$ cat src/hdl/trw_pkg.sv
// Shared types and constants for the timestamp reorder window.
// Used by trw_cell and timestamp_reorder_window_top; no dependencies.
package trw_pkg;

    localparam int SEC_W     = 32;
    localparam int NSEC_W    = 30;
    localparam int OUT_PAY_W = 32;
    localparam int LEN_W     = 5;
    localparam int STATUS_W  = 2;

    localparam logic [LEN_W-1:0] LEN_RESET = 5'd16;

    localparam logic OP_INSERT = 1'b0;
    localparam logic OP_CLEAR  = 1'b1;

    localparam logic [STATUS_W-1:0] STATUS_EMITTED = 2'd0;
    localparam logic [STATUS_W-1:0] STATUS_HELD    = 2'd1;
    localparam logic [STATUS_W-1:0] STATUS_DROPPED = 2'd2;
    localparam logic [STATUS_W-1:0] STATUS_CLEARED = 2'd3;

    typedef struct packed {
        logic load;
        logic full;
    } cell_ctrl_t;

endpackage

$ cat src/hdl/trw_cell.sv
// One slot of the sorted window: holds one entry, compares it with the new item
// and shifts to or from its neighbors. Depends on trw_pkg.
module trw_cell #(
    parameter int PAYLOAD_BITS = 32
) (
    input  logic                       aclk,
    input  trw_pkg::cell_ctrl_t        ctrl,
    input  logic                       valid_i,
    input  logic                       g_below_i,
    input  logic                       valid_below_i,
    input  logic                       g_above_i,
    input  logic [trw_pkg::SEC_W-1:0]  new_sec_i,
    input  logic [trw_pkg::NSEC_W-1:0] new_nsec_i,
    input  logic [PAYLOAD_BITS-1:0]    new_pay_i,
    input  logic [trw_pkg::SEC_W-1:0]  up_sec_i,
    input  logic [trw_pkg::NSEC_W-1:0] up_nsec_i,
    input  logic [PAYLOAD_BITS-1:0]    up_pay_i,
    input  logic [trw_pkg::SEC_W-1:0]  dn_sec_i,
    input  logic [trw_pkg::NSEC_W-1:0] dn_nsec_i,
    input  logic [PAYLOAD_BITS-1:0]    dn_pay_i,
    output logic                       g_o,
    output logic [trw_pkg::SEC_W-1:0]  sec_o,
    output logic [trw_pkg::NSEC_W-1:0] nsec_o,
    output logic [PAYLOAD_BITS-1:0]    pay_o
);

    logic [trw_pkg::SEC_W-1:0]  sec_reg;
    logic [trw_pkg::NSEC_W-1:0] nsec_reg;
    logic [PAYLOAD_BITS-1:0]    pay_reg;
    logic                       ge;

    assign ge = (new_sec_i > sec_reg) || ((new_sec_i == sec_reg) && (new_nsec_i >= nsec_reg));
    assign g_o = ge && valid_i;

    always_ff @(posedge aclk) begin
        if (ctrl.load) begin
            if (ctrl.full) begin
                if (g_above_i) begin
                    sec_reg  <= up_sec_i;
                    nsec_reg <= up_nsec_i;
                    pay_reg  <= up_pay_i;
                end else if (g_o) begin
                    sec_reg  <= new_sec_i;
                    nsec_reg <= new_nsec_i;
                    pay_reg  <= new_pay_i;
                end
            end else begin
                if (g_below_i && !g_o) begin
                    sec_reg  <= new_sec_i;
                    nsec_reg <= new_nsec_i;
                    pay_reg  <= new_pay_i;
                end else if (!g_below_i && valid_below_i) begin
                    sec_reg  <= dn_sec_i;
                    nsec_reg <= dn_nsec_i;
                    pay_reg  <= dn_pay_i;
                end
            end
        end
    end

    assign sec_o  = sec_reg;
    assign nsec_o = nsec_reg;
    assign pay_o  = pay_reg;

endmodule

$ cat config.mk
export PLATFORM = sky130hd
export DESIGN_NAME = trw_cell
export DESIGN_NICKNAME = d
export VERILOG_FILES = /design/src/hdl/trw_pkg.sv /design/src/hdl/trw_cell.sv
export SDC_FILE = /design/constraint.sdc
export NUM_CORES = 1
export LEC_CHECK = 0
export ABC_AREA = 1
export CAP_MARGIN = 20
export CORE_AREA = 5 5 146 148
export CTS_CLUSTER_SIZE = 24
export DETAILED_ROUTE_END_ITERATION = 10
export DIE_AREA = 0 0 151 153
export DONT_BUFFER_PORTS = 1
export PLACE_DENSITY = 0.59
export SYNTH_ARGS = -nofsm -noshare
export SYNTH_HDL_FRONTEND = slang
export SYNTH_SLANG_ARGS = --single-unit
$ cat constraint.sdc
create_clock -name aclk -period 21.9 [get_ports aclk]
set_input_delay 3.285 -clock aclk [delete_from_list [all_inputs] [get_ports aclk]]
set_output_delay 3.285 -clock aclk [all_outputs]
set_load 0.03 [all_outputs]
# Word-level counts from Yosys, hierarchy flattened
# Index checks and enable logic that the tools add are counted.
word_totals:
  regBits: 94
  in_bits: 289
  output_inout_bits: 95
  wordCells: 31
op_classes:
  order_cmp: 2
  n_eq_ne: 2
  n_mux: 15
  reduce_logical: 9
ops:
  columns: ["operator", "n"]
  rows:
  - ["32-bit two-way mux", 10]
  - ["30-bit two-way mux", 5]
  - ["32-bit == test", 1]
  - ["32-bit greater-than comparator", 1]
  - ["30-bit greater-or-equal comparator", 1]
  - ["1-bit logical AND", 4]
  - ["3-bit by 1-bit inequality test with 1-bit output, second input constant", 1]
  - ["3-bit AND reduction", 1]
  - ["3-bit nonzero test", 1]
  - ["1-bit zero test", 2]
  - ["1-bit logical OR", 1]

# Logic depth before layout (Yosys ltp)
# Gate-level depths: netlist (run 1).
depth:
  word_depth: 8
  depth_mapped: 20

# Worst setup path before layout (run 1)
# No wires, ideal clock.
synth_path:
  kind: "input -> register"
  start: "input port new_sec_i[31] in the netlist's numbering"
  end: "register nsec_reg (netlist bit nsec_o[0]), enable pin"
  setup_time_ns: 0.550
  t_arrival_ns: 8.577
  slack_ns: 12.774
  path_stages: 12
  n_path_buf: 1
  path_cell_list: "ha_1 > nand4_1 > nor2_1 > nand3_1 > nor2_1 > nor2_1 > a21oi_2 > nand2_4 > buf_2 > nand3_1 > nand2_1 > nor2_1"
synth_via:
  elab_chain_cells: 8
  elab_cells_between_ends: 10
synth_lines:
  columns: ["item", "line", "rtl"]
  rows:
  - ["start, declared", "trw_cell.sv:12", "input logic [trw_pkg::SEC_W-1:0] new_sec_i,"]
  - ["parallel branches: the longest is 2 deep, another holds 32-bit greater-than comparator", null, null]
  - ["1-bit logical OR *", "trw_cell.sv:32", "assign ge = (new_sec_i > sec_reg) || ((new_sec_i == sec_reg) && (new_nsec_i >= nsec_reg));"]
  - ["1-bit logical AND *", "trw_cell.sv:33", "assign g_o = ge && valid_i;"]
  - ["1-bit zero test", "trw_cell.sv:48", "if (g_below_i && !g_o) begin"]
  - ["1-bit logical AND", "trw_cell.sv:48", null]
  - ["3-bit nonzero test (no line)", null, null]
  - ["3-bit AND reduction (no line) *", null, null]
  - ["end signal, assigned", "trw_cell.sv:44", "nsec_reg <= new_nsec_i;"]
  - ["end signal, assigned", "trw_cell.sv:50", "nsec_reg <= new_nsec_i;"]
  - ["end signal, assigned", "trw_cell.sv:54", "nsec_reg <= dn_nsec_i;"]
  - ["end, declared", "trw_cell.sv:28", "logic [trw_pkg::NSEC_W-1:0] nsec_reg;"]
# Every way passes the cells marked *.
# A chain may end at the register's enable or synchronous reset.

# Worst setup path in the final report (run 1)
layout_path:
  start: "input port new_sec_i[31] in the netlist's numbering"
  end: "output port g_o"
layout_via:
  elab_chain_cells: 4
  elab_cells_between_ends: 5
layout_lines:
  columns: ["item", "line", "rtl"]
  rows:
  - ["parallel branches: the longest is 2 deep, another holds 32-bit greater-than comparator", null, null]
  - ["1-bit logical OR *", "trw_cell.sv:32", null]
  - ["1-bit logical AND *", "trw_cell.sv:33", null]
  - ["end, declared", "trw_cell.sv:21", "output logic g_o,"]
# Marked as above.

==> results_dict.tcl, run 1 <==
set metrics [dict create \
    status "finished clean" \
    synth_seq_area_share 0.3450 \
    grt_pass1_wl_um 39050 \
    yosys_warnings 0 \
    r2r_end "sec_o[17]" \
    slew_viol_final 0 \
    fmax_ghz 0.1161 \
    die_area_mm2 0.02310 \
    fin_worst_skew_ns 0.01335 \
    rr_worst_depth 14 \
    period_needed_ns 8.614 \
    hp-class "reg -> reg" \
    tightest_slew_ns 0.9881 \
    avgSynthCellArea_um2 6.784 \
    min_path_cells 10 \
    crit_path_start "new_sec_i[31]" \
    insertion_delay_ns 0.36 \
    first_pass_iters 7 \
    leakage_nw 4.508 \
    wirelength_um 26240 \
    arrival_ns 5.33 \
    ys_ff_latch 94 \
    ant_nets 0 \
    hpwl_um 19130 \
    grt_use_total 0.2153 \
    cts_buffer_depth 2 \
    cts_made_buffers 9 \
    cts_resized 0 \
    design_area_mm2 0.008594 \
    finalSetupViolCount 0 \
    synthCells 1206 \
    clock-sinks 94 \
    wl_per_cell_um 18.36 \
    place_area_mm2 0.008238 \
    initial_core_util 0.4109 \
    slew-limit-headroom 0.3413 \
    rows 52 \
    min-delay-start "nsec_o[22]" \
    chipWidth_um 151 \
    cts_htree_levels 3 \
    r2r_start "sec_o[31]" \
    vias_per_cell 5.276 \
    num_io_pins 384 \
    synth_area_mm2 0.008182 \
    area_delta_synth_final_pct 5.047 \
    hold_violations 0 \
    cts_tree "yes" \
    peakVddDrop_uv 34.52 \
    final_cell_mix "inv_1, nand2_1, nand3_1, a21oi_1, o21ai_0" \
    grt_antenna_before_repair 1 \
    whs_endpoint "nsec_o[23]" \
    required_ns 18.62 \
    clock-root-buffer "clkbuf_16" \
    finalNetCount 1504 \
    port_buffers 0 \
    r2r_setup_slack_ns 16.98 \
    layout_commonest_cell "inv_1" \
    cp-end-kind "output pin" \
    pwr_density_cell_mw_per_mm2 63.71 \
    place.gp.congestion 0.8598 \
    first_global_vias 6929 \
    hold_buffers 0 \
    cts.clk_slew.worst_paths_ns 0.08 \
    worst-path-max-fanout 45 \
    cap_violations 0 \
    critical_path_class "in -> out" \
    die_y_um 153 \
    rsz0062_at_grt "false" \
    post-cts-setup-buffers 0 \
    grt_remaining_overflow 0 \
    via_count 7539 \
    min_period_over_period 0.3933 \
    core-area_mm2 0.01991 \
    drive_above_1_share 0.02332 \
    cp-start-kind "input port" \
    tns_ns 0 \
    drc 0 \
    ys_types 22 \
    grt_start_max_net_pins 98 \
    drtIter0Drc 508 \
    syn_nets 1557 \
]
-- per-layer routing --
metal	wire length [µm]	part of all wire	vias up	track usage
met5	0	0	-	0
met4	454	0.017	0	0.06088
met3	2654	0.10	25	0.06811
met2	13070	0.50	312	0.3737
met1	10070	0.38	3423	0.2541
li1	-	-	3779	-
-- per-stage QoR --
stage	std cells	power (mW)	hold slack, ns	setup slack (ns)	util
after floorplan	1206	0.3543	1.483	12.77	-
after global placement	1410	0.3763	1.888	13.22	0.4138
after detailed placement	1410	0.3781	1.890	13.22	0.4138
after CTS	1426	0.5531	1.902	13.21	0.4296
after global routing	1429	0.5789	2.052	13.05	0.4317
final	1429	0.5476	1.893	13.29	0.4317
-- how the worst max path moves through the flow --
stage | slack [ns] | to | depth (start not counted)
floorplan | 12.77 | nsec_o[0] | 12
global placement | 13.22 | g_o | 9
detailed placement | 13.22 | g_o | 9
CTS | 13.21 | g_o | 9
global route | 13.05 | g_o | 9
finish | 13.29 | g_o | 9
-- layout make-up --
type / instances / area [µm²]
antenna: 1 / 2.502
clock inverter: 7 / 88.84
timing repair buffer: 7 / 77.57
sequential: 94 / 2823
inverter: 270 / 1021
multi-input combinational: 771 / 4019
fill: 2138 / 11310
tap: 270 / 337.8
clock buffer: 9 / 225.2
-- kinds of logic (layout without fill, tap and decap cells) --
| group | count (synthesis) | in the layout | synth area share |
|---|---|---|---|
| simple gates | 484 | 484 | 0.2555 |
| buf+inv | 341 | 293 | 0.1653 |
| compound gates | 225 | 225 | 0.1393 |
| flops | 94 | 94 | 0.3450 |
| fa+ha+maj | 62 | 62 | 0.09482 |
| other cells | 0 | 1 | 0 |
-- Yosys cell counts --
cell type / n / area share
inv_2: 1 / 0.00046
nor2_1: 21 / 0.0096
edfxtp_1: 94 / 0.35
nor3_1: 2 / 0.0012
nand2_4: 1 / 0.0014
buf_1: 8 / 0.0037
a21oi_1: 120 / 0.073
nand2_2: 1 / 0.00077
nand3_1: 199 / 0.12
a21o_1: 2 / 0.0018
inv_1: 268 / 0.12
nor2b_1: 1 / 0.00077
a21oi_2: 1 / 0.0011
buf_2: 10 / 0.0061
ha_1: 62 / 0.095
o21ai_0: 100 / 0.061
nand4_1: 4 / 0.0031
buf_6: 8 / 0.011
clkinv_1: 1 / 0.00046
o21bai_1: 2 / 0.0018
clkbuf_1: 45 / 0.021
nand2_1: 255 / 0.12
-- sequential cells by signal (all words and copies together) (netlist names) --
name,flops
nsec_o,30
pay_o,32
sec_o,32
-- worst max-delay path: stages --
cell and delay [ns]:
ha_1 0.29, nand4_1 0.12, nor2_1 0.18, nand3_1 0.17, nor2_1 0.25, nor2_1 0.09, a21oi_2 0.20, nand2_4 0.36
inv_1 0.37
-- power breakdown --
part,internal [mW],switching (mW)
logic,0.0395,0.0752
clock network,0.0995,0.0745
registers,0.220,0.0387
total,0.359,0.188
No activity file was read; power rests on OpenSTA's default activity.
==> run 2: changes to the inputs <==
==> config.mk (replaced) <==
export PLATFORM = sky130hd
export DESIGN_NAME = trw_cell
export DESIGN_NICKNAME = d
export VERILOG_FILES = /design/src/hdl/trw_pkg.sv /design/src/hdl/trw_cell.sv
export SDC_FILE = /design/constraint.sdc
export NUM_CORES = 1
export LEC_CHECK = 0
export ABC_AREA = 0
export CAP_MARGIN = 20
export CORE_AREA = 5 5 148 150
export CTS_CLUSTER_SIZE = 24
export DETAILED_ROUTE_END_ITERATION = 10
export DIE_AREA = 0 0 153 155
export DONT_BUFFER_PORTS = 1
export PLACE_DENSITY = 0.51
export SYNTH_ARGS = -nofsm -noshare
export SYNTH_HDL_FRONTEND = slang
export SYNTH_SLANG_ARGS = --single-unit
==> constraint.sdc (replaced) <==
create_clock -name aclk -period 8.93 [get_ports aclk]
set_input_delay 1.3395 -clock aclk [delete_from_list [all_inputs] [get_ports aclk]]
set_output_delay 1.3395 -clock aclk [all_outputs]
set_load 0.03 [all_outputs]
==> run 2 against run 1 <==
Effect of this change:
- register-to-register slack got worse by 13 ns
- sequential share of layout area increased by 4.6 points
- worst setup slack got worse by 9.3 ns
- first-iteration DRC count decreased by 32%
- combinational power increased by 95%
- global-route usage decreased by 3.2 points
- critical endpoint is now nsec_o[26]
==> results_dict.tcl, run 2 <==
set metrics [dict create \
    status "finished clean" \
    avgSynthCellArea_um2 10.82 \
    drtIter0Drc 346 \
    ys_ff_latch 94 \
    hold_buffers 0 \
    critical_path_class "in -> reg" \
    finish.utilization 0.3663 \
    grt_use_total 0.1838 \
    via_count 5338 \
    cts_htree_levels 3 \
    synth_common_cells "nand2_1, edfxtp_1, mux2i_1" \
    yosysMostFrequentCell "nand2_1" \
    cp-start-kind "input port" \
    cts.clk_slew.worst_paths_ns 0.08 \
    cpLargestDelayFamily "compound AO/OA/AOI/OAI gates" \
    cp_slowest_cell "buf_4" \
    slew-limit-headroom 0.4246 \
    finalSetupViolCount 0 \
    first_pass_iters 5 \
    ant_nets 0 \
    post-cts-setup-buffers 0 \
    initial_core_util 0.3415 \
    tns_ns 0 \
    cap_violations 0 \
    finalNetCount 973 \
    diodes 0 \
    port_buffers 0 \
    arrival_ns 5.18 \
    synthCells 649 \
    fmax_ghz 0.2010 \
    r2r_start "sec_o[31]" \
    cts_made_buffers 9 \
    tightest_slew_ns 0.8631 \
    die_area_mm2 0.02372 \
    worst-path-max-fanout 72 \
    layout_commonest_cell "nand2_1" \
    fin_worst_skew_ns 0.01414 \
    first_global_vias 5574 \
    n_fill_cell 2053 \
    drc 0 \
    hpwl_um 17230 \
    slew_viol_final 0 \
    crit_chain "ha_1 -> nand4_1 -> or4_4 -> nor3_1 -> o2111ai_1 -> a41o_1 -> a41oi_4 -> buf_4 -> o221a_1" \
    wl_per_cell_um 25.51 \
    chipWidth_um 153 \
    min-delay-start "dn_nsec_i[24]" \
    design_area_mm2 0.007531 \
    hold_violations 0 \
    area_delta_synth_final_pct 7.271 \
    cp_num_buf_inv 1 \
    place.gp.congestion 0.8019 \
    cp-end-kind "flop" \
    synth.area.top_cells "edfxtp_1, mux2i_1, ha_1" \
    synth_seq_area_share 0.4021 \
    critPathMaxStageDelay_ns 0.75 \
    synth_top_area_frac 0.4021 \
    wirelength_um 23010 \
    grt_pass1_wl_um 34510 \
    peakVddDrop_uv 107.0 \
    synth-edff-count 94 \
    vias_per_cell 5.918 \
    synth_area_mm2 0.007020 \
    drive_above_1_share 0.09091 \
    required_ns 9.13 \
    insertion_delay_ns 0.35 \
    place_area_mm2 0.007199 \
    cts_buffer_depth 2 \
    clock-root-buffer "clkbuf_16" \
    grt_remaining_overflow 0 \
    leakage_nw 3.107 \
    synth-async-reset-ratio 0 \
    cts_tree "yes" \
    ys.flop_type "edfxtp_1" \
    grt_start_max_net_pins 99 \
    yosysTopAreaCell "edfxtp_1" \
    grt_antenna_before_repair 0 \
    period_needed_ns 4.975 \
    die_y_um 155 \
    cts_resized 0 \
    crit_path_start "new_sec_i[31]" \
    core-area_mm2 0.02056 \
    rsz0062_at_grt "false" \
    rows 53 \
    pwr_density_cell_mw_per_mm2 170.3 \
    yosys_warnings 0 \
    clock-sinks 94 \
    num_io_pins 384 \
    ys_types 40 \
    final_cell_mix "nand2_1, edfxtp_1, mux2i_1, inv_1, ha_1" \
    min_period_over_period 0.5571 \
    hp-class "in -> reg" \
    syn_nets 1000 \
]
run 2: cell count changes after synthesis, moves of 4 or more:
cell | before | now
inv_1 | 268 | 66
nand3_1 | 199 | 7
nand2_1 | 255 | 109
a21oi_1 | 120 | 23
o21ai_0 | 100 | 5
mux2i_1 | 0 | 92
o221a_1 | 0 | 60
o221a_2 | 0 | 34
clkbuf_1 | 45 | 22
nor2_1 | 21 | 5
nand4_1 | 4 | 12
o211ai_1 | 0 | 4
run 2: power by group:
group          switching, mW  internal (mW)
Clock                  0.193          0.222
Sequential            0.0995          0.544
Combinational          0.114          0.110
Total                  0.407          0.876
run 2: logic make-up after synthesis:
kind of cell | Yosys count | share of synthesized area
buffers and inverters | 108 | 0.06648
adder cells (fa/ha/maj) | 62 | 0.1105
multiplexers | 92 | 0.1312
AO/OA/AOI/OAI | 147 | 0.2010
flip-flops | 94 | 0.4021
AND/OR/NAND/NOR | 146 | 0.08875
run 2: path summary, 6_finish.rpt:
check	to	slack [ns]	cells after the start
worst max-delay path	nsec_o[26]	3.95	9
worst min-delay path	nsec_o[24]	1.24	1
worst max register to register	nsec_o[26]	4.27	10
worst min register to register	nsec_o[5]	1.98	7
run 2: per-stage QoR:
step	hold slack (ns)	total power, mW	std cells	setup WS [ns]
2_1_floorplan	1.590	0.8436	649	1.061
3_3_place_gp	1.591	0.8731	885	3.606
3_5_place_dp	1.595	0.8805	885	3.515
4_1_cts	1.215	1.299	901	3.867
5_1_grt	1.216	1.342	902	3.693
6_report	1.235	1.283	902	3.955
run 2: cell type report:
class / count / area (µm²) / area share
Clock buffer: 9 / 225.2 / 0.02991
Clock inverter: 7 / 78.83 / 0.01047
Inverter: 66 / 247.7 / 0.03290
Multi-Input combinational cell: 447 / 3762 / 0.4996
Sequential cell: 94 / 2823 / 0.3748
Tap cell: 275 / 344.1 / 0.04569
Timing Repair Buffer: 4 / 50.05 / 0.006646
run 2: worst register-to-register path, delay by kind of cell (launching register included):
family          cells  cell delay [ns]
compound gates      4             1.68
simple gates        3             1.10
buf+inv             2             0.84
flops               1             0.55
fa+ha+maj           1             0.33
run 2: routing by layer:
metal,GRT usage,vias to the layer above,routed length [µm]
li1,-,2455,-
met1,0.2074,2592,8518
met2,0.3326,270,12050
met3,0.06565,21,2066
met4,0.04455,0,377
met5,0,-,0
==> run 3: changes to the inputs <==
--- a/config.mk
+++ b/config.mk
@@ -12,7 +12,7 @@
 export DETAILED_ROUTE_END_ITERATION = 10
 export DIE_AREA = 0 0 153 155
 export DONT_BUFFER_PORTS = 1
-export PLACE_DENSITY = 0.51
+export PLACE_DENSITY = 0.53
 export SYNTH_ARGS = -nofsm -noshare
 export SYNTH_HDL_FRONTEND = slang
 export SYNTH_SLANG_ARGS = --single-unit
==> constraint.sdc (replaced) <==
create_clock -name aclk -period 4.2 [get_ports aclk]
set_input_delay 0.63 -clock aclk [delete_from_list [all_inputs] [get_ports aclk]]
set_output_delay 0.63 -clock aclk [all_outputs]
set_load 0.03 [all_outputs]
==> run 3 against run 2 <==
Effect of this change:
- clock-buffer cell count stayed put
- via count is 0.21% higher
- core utilization is 0.72 points higher
- power is 110% higher
- critical path depth is 1 higher
- critical endpoint is now pay_o[24]
==> results_dict.tcl, run 3 (same netlist as run 2, synthesis figures left out) <==
set metrics [dict create \
    grt_pass1_wl_um 34260 \
    grt_start_max_net_pins 99 \
    drive_above_1_share 0.1192 \
    diodes 0 \
    port_buffers 0 \
    drtIter0Drc 342 \
    arrival_ns 3.96 \
    first_pass_iters 5 \
    layout_commonest_cell "nand2_1" \
    cts_resized 0 \
    clock-sinks 94 \
    die_area_mm2 0.02372 \
    hold_violations 0 \
    post-cts-setup-buffers 0 \
    vias_per_cell 5.808 \
    grt_antenna_before_repair 0 \
    die_y_um 155 \
    n_fill_cell 2081 \
    pwr_density_cell_mw_per_mm2 357.2 \
    required_ns 4.29 \
    slew-limit-headroom 0.4934 \
    rsz0062_at_grt "false" \
    cts.clk_slew.worst_paths_ns 0.08 \
    ant_nets 0 \
    chipWidth_um 153 \
    cts_htree_levels 3 \
    tightest_slew_ns 0.7598 \
    critical_path_class "reg -> reg" \
    grt_remaining_overflow 0 \
    drc 0 \
    period_needed_ns 3.862 \
    finalSetupViolCount 0 \
    core-area_mm2 0.02056 \
    place_area_mm2 0.007375 \
    placed_cells 905 \
    wirelength_um 22770 \
    worst-path-max-fanout 64 \
    finalNetCount 992 \
    leakage_nw 3.197 \
    cap_violations 0 \
    grt_use_total 0.1819 \
    min_period_over_period 0.9195 \
    wl_per_cell_um 24.73 \
    cp-start-kind "flop" \
    insertion_delay_ns 0.35 \
    place.gp.congestion 0.8507 \
    fin_worst_skew_ns 0.01362 \
    rows 53 \
    clock-root-buffer "clkbuf_16" \
    first_global_vias 5646 \
    peakVddDrop_uv 176.6 \
    hpwl_um 17510 \
    area_delta_synth_final_pct 9.374 \
    hp-class "in -> reg" \
    num_io_pins 384 \
    cp-end-kind "flop" \
    cts_buffer_depth 2 \
    fin_cells 921 \
    fmax_ghz 0.2589 \
    via_count 5349 \
    status "finished clean" \
    cts_made_buffers 9 \
    slew_viol_final 0 \
    design_area_mm2 0.007679 \
    cts_tree "yes" \
    finish.utilization 0.3735 \
    tns_ns 0 \
    final_cell_mix "nand2_1, edfxtp_1, mux2i_1, inv_1, ha_1" \
    initial_core_util 0.3415 \
    hold_buffers 0 \
]
[run 3: cell types whose count changed in the layout (fill, tap and decap cells not counted), sizes merged]
cell | before | now
clkinvlp | 1 | 2
buf | 4 | 23
inv | 70 | 69
[run 3: metal layers]
metal | global-route usage | up-vias | routed length, µm
met2 | 0.3235 | 277 | 11660
li1 | - | 2496 | -
met4 | 0.05855 | 0 | 605
met3 | 0.06453 | 29 | 2231
met1 | 0.2043 | 2547 | 8278
met5 | 0 | - | 0
[run 3: final cells by class]
class | instances | area [µm²] | area share
clock buffers | 9 | 225.2 | 0.02933
clock inverters | 7 | 78.83 | 0.01027
inverters | 66 | 247.7 | 0.03226
multi-input cells | 447 | 3762 | 0.4900
flip-flops and latches | 94 | 2823 | 0.3676
well taps | 275 | 344.1 | 0.04481
repair buffers | 23 | 197.7 | 0.02575
[run 3: worst max-delay path, stage by stage, from the launching register on]
cell      delay [ns]
edfxtp_1        0.54
inv_1           0.09
ha_1            0.31
a21oi_1         0.15
o21ai_0         0.12
a22o_1          0.21
or4_1           0.50
or3_1           0.49
a311o_2         0.42
buf_4           0.34
o221a_2         0.38
[run 3: power breakdown]
group / switching (mW) / leakage [nW] / total (mW) / internal, mW
Sequential: 0.179 / 0.878 / 1.33 / 1.16
Combinational: 0.278 / 2.17 / 0.532 / 0.254
Clock: 0.406 / 0.144 / 0.877 / 0.471
Total: 0.864 / 3.20 / 2.74 / 1.88
[run 3: final timing paths]
path	start	end	slack, ns	cells after the start
setup / recovery	sec_o[19]	pay_o[24]	0.34	10
setup reg to reg	sec_o[19]	pay_o[24]	0.34	10
hold reg to reg	sec_o[31]	sec_o[15]	1.82	9
hold / removal	dn_sec_i[20]	sec_o[20]	0.53	1
[run 3: per-stage QoR]
stage / total power, mW / setup slack, ns / hold WS [ns]
after global placement: 1.879 / 0.3538 / 0.8814
after CTS: 2.782 / 0.3757 / 0.5067
final: 2.743 / 0.3381 / 0.5268
after detailed placement: 1.897 / 0.2558 / 0.8853
after floorplan: 1.787 / 0.2006 / 0.8808
after global routing: 2.881 / 0.1932 / 0.5052
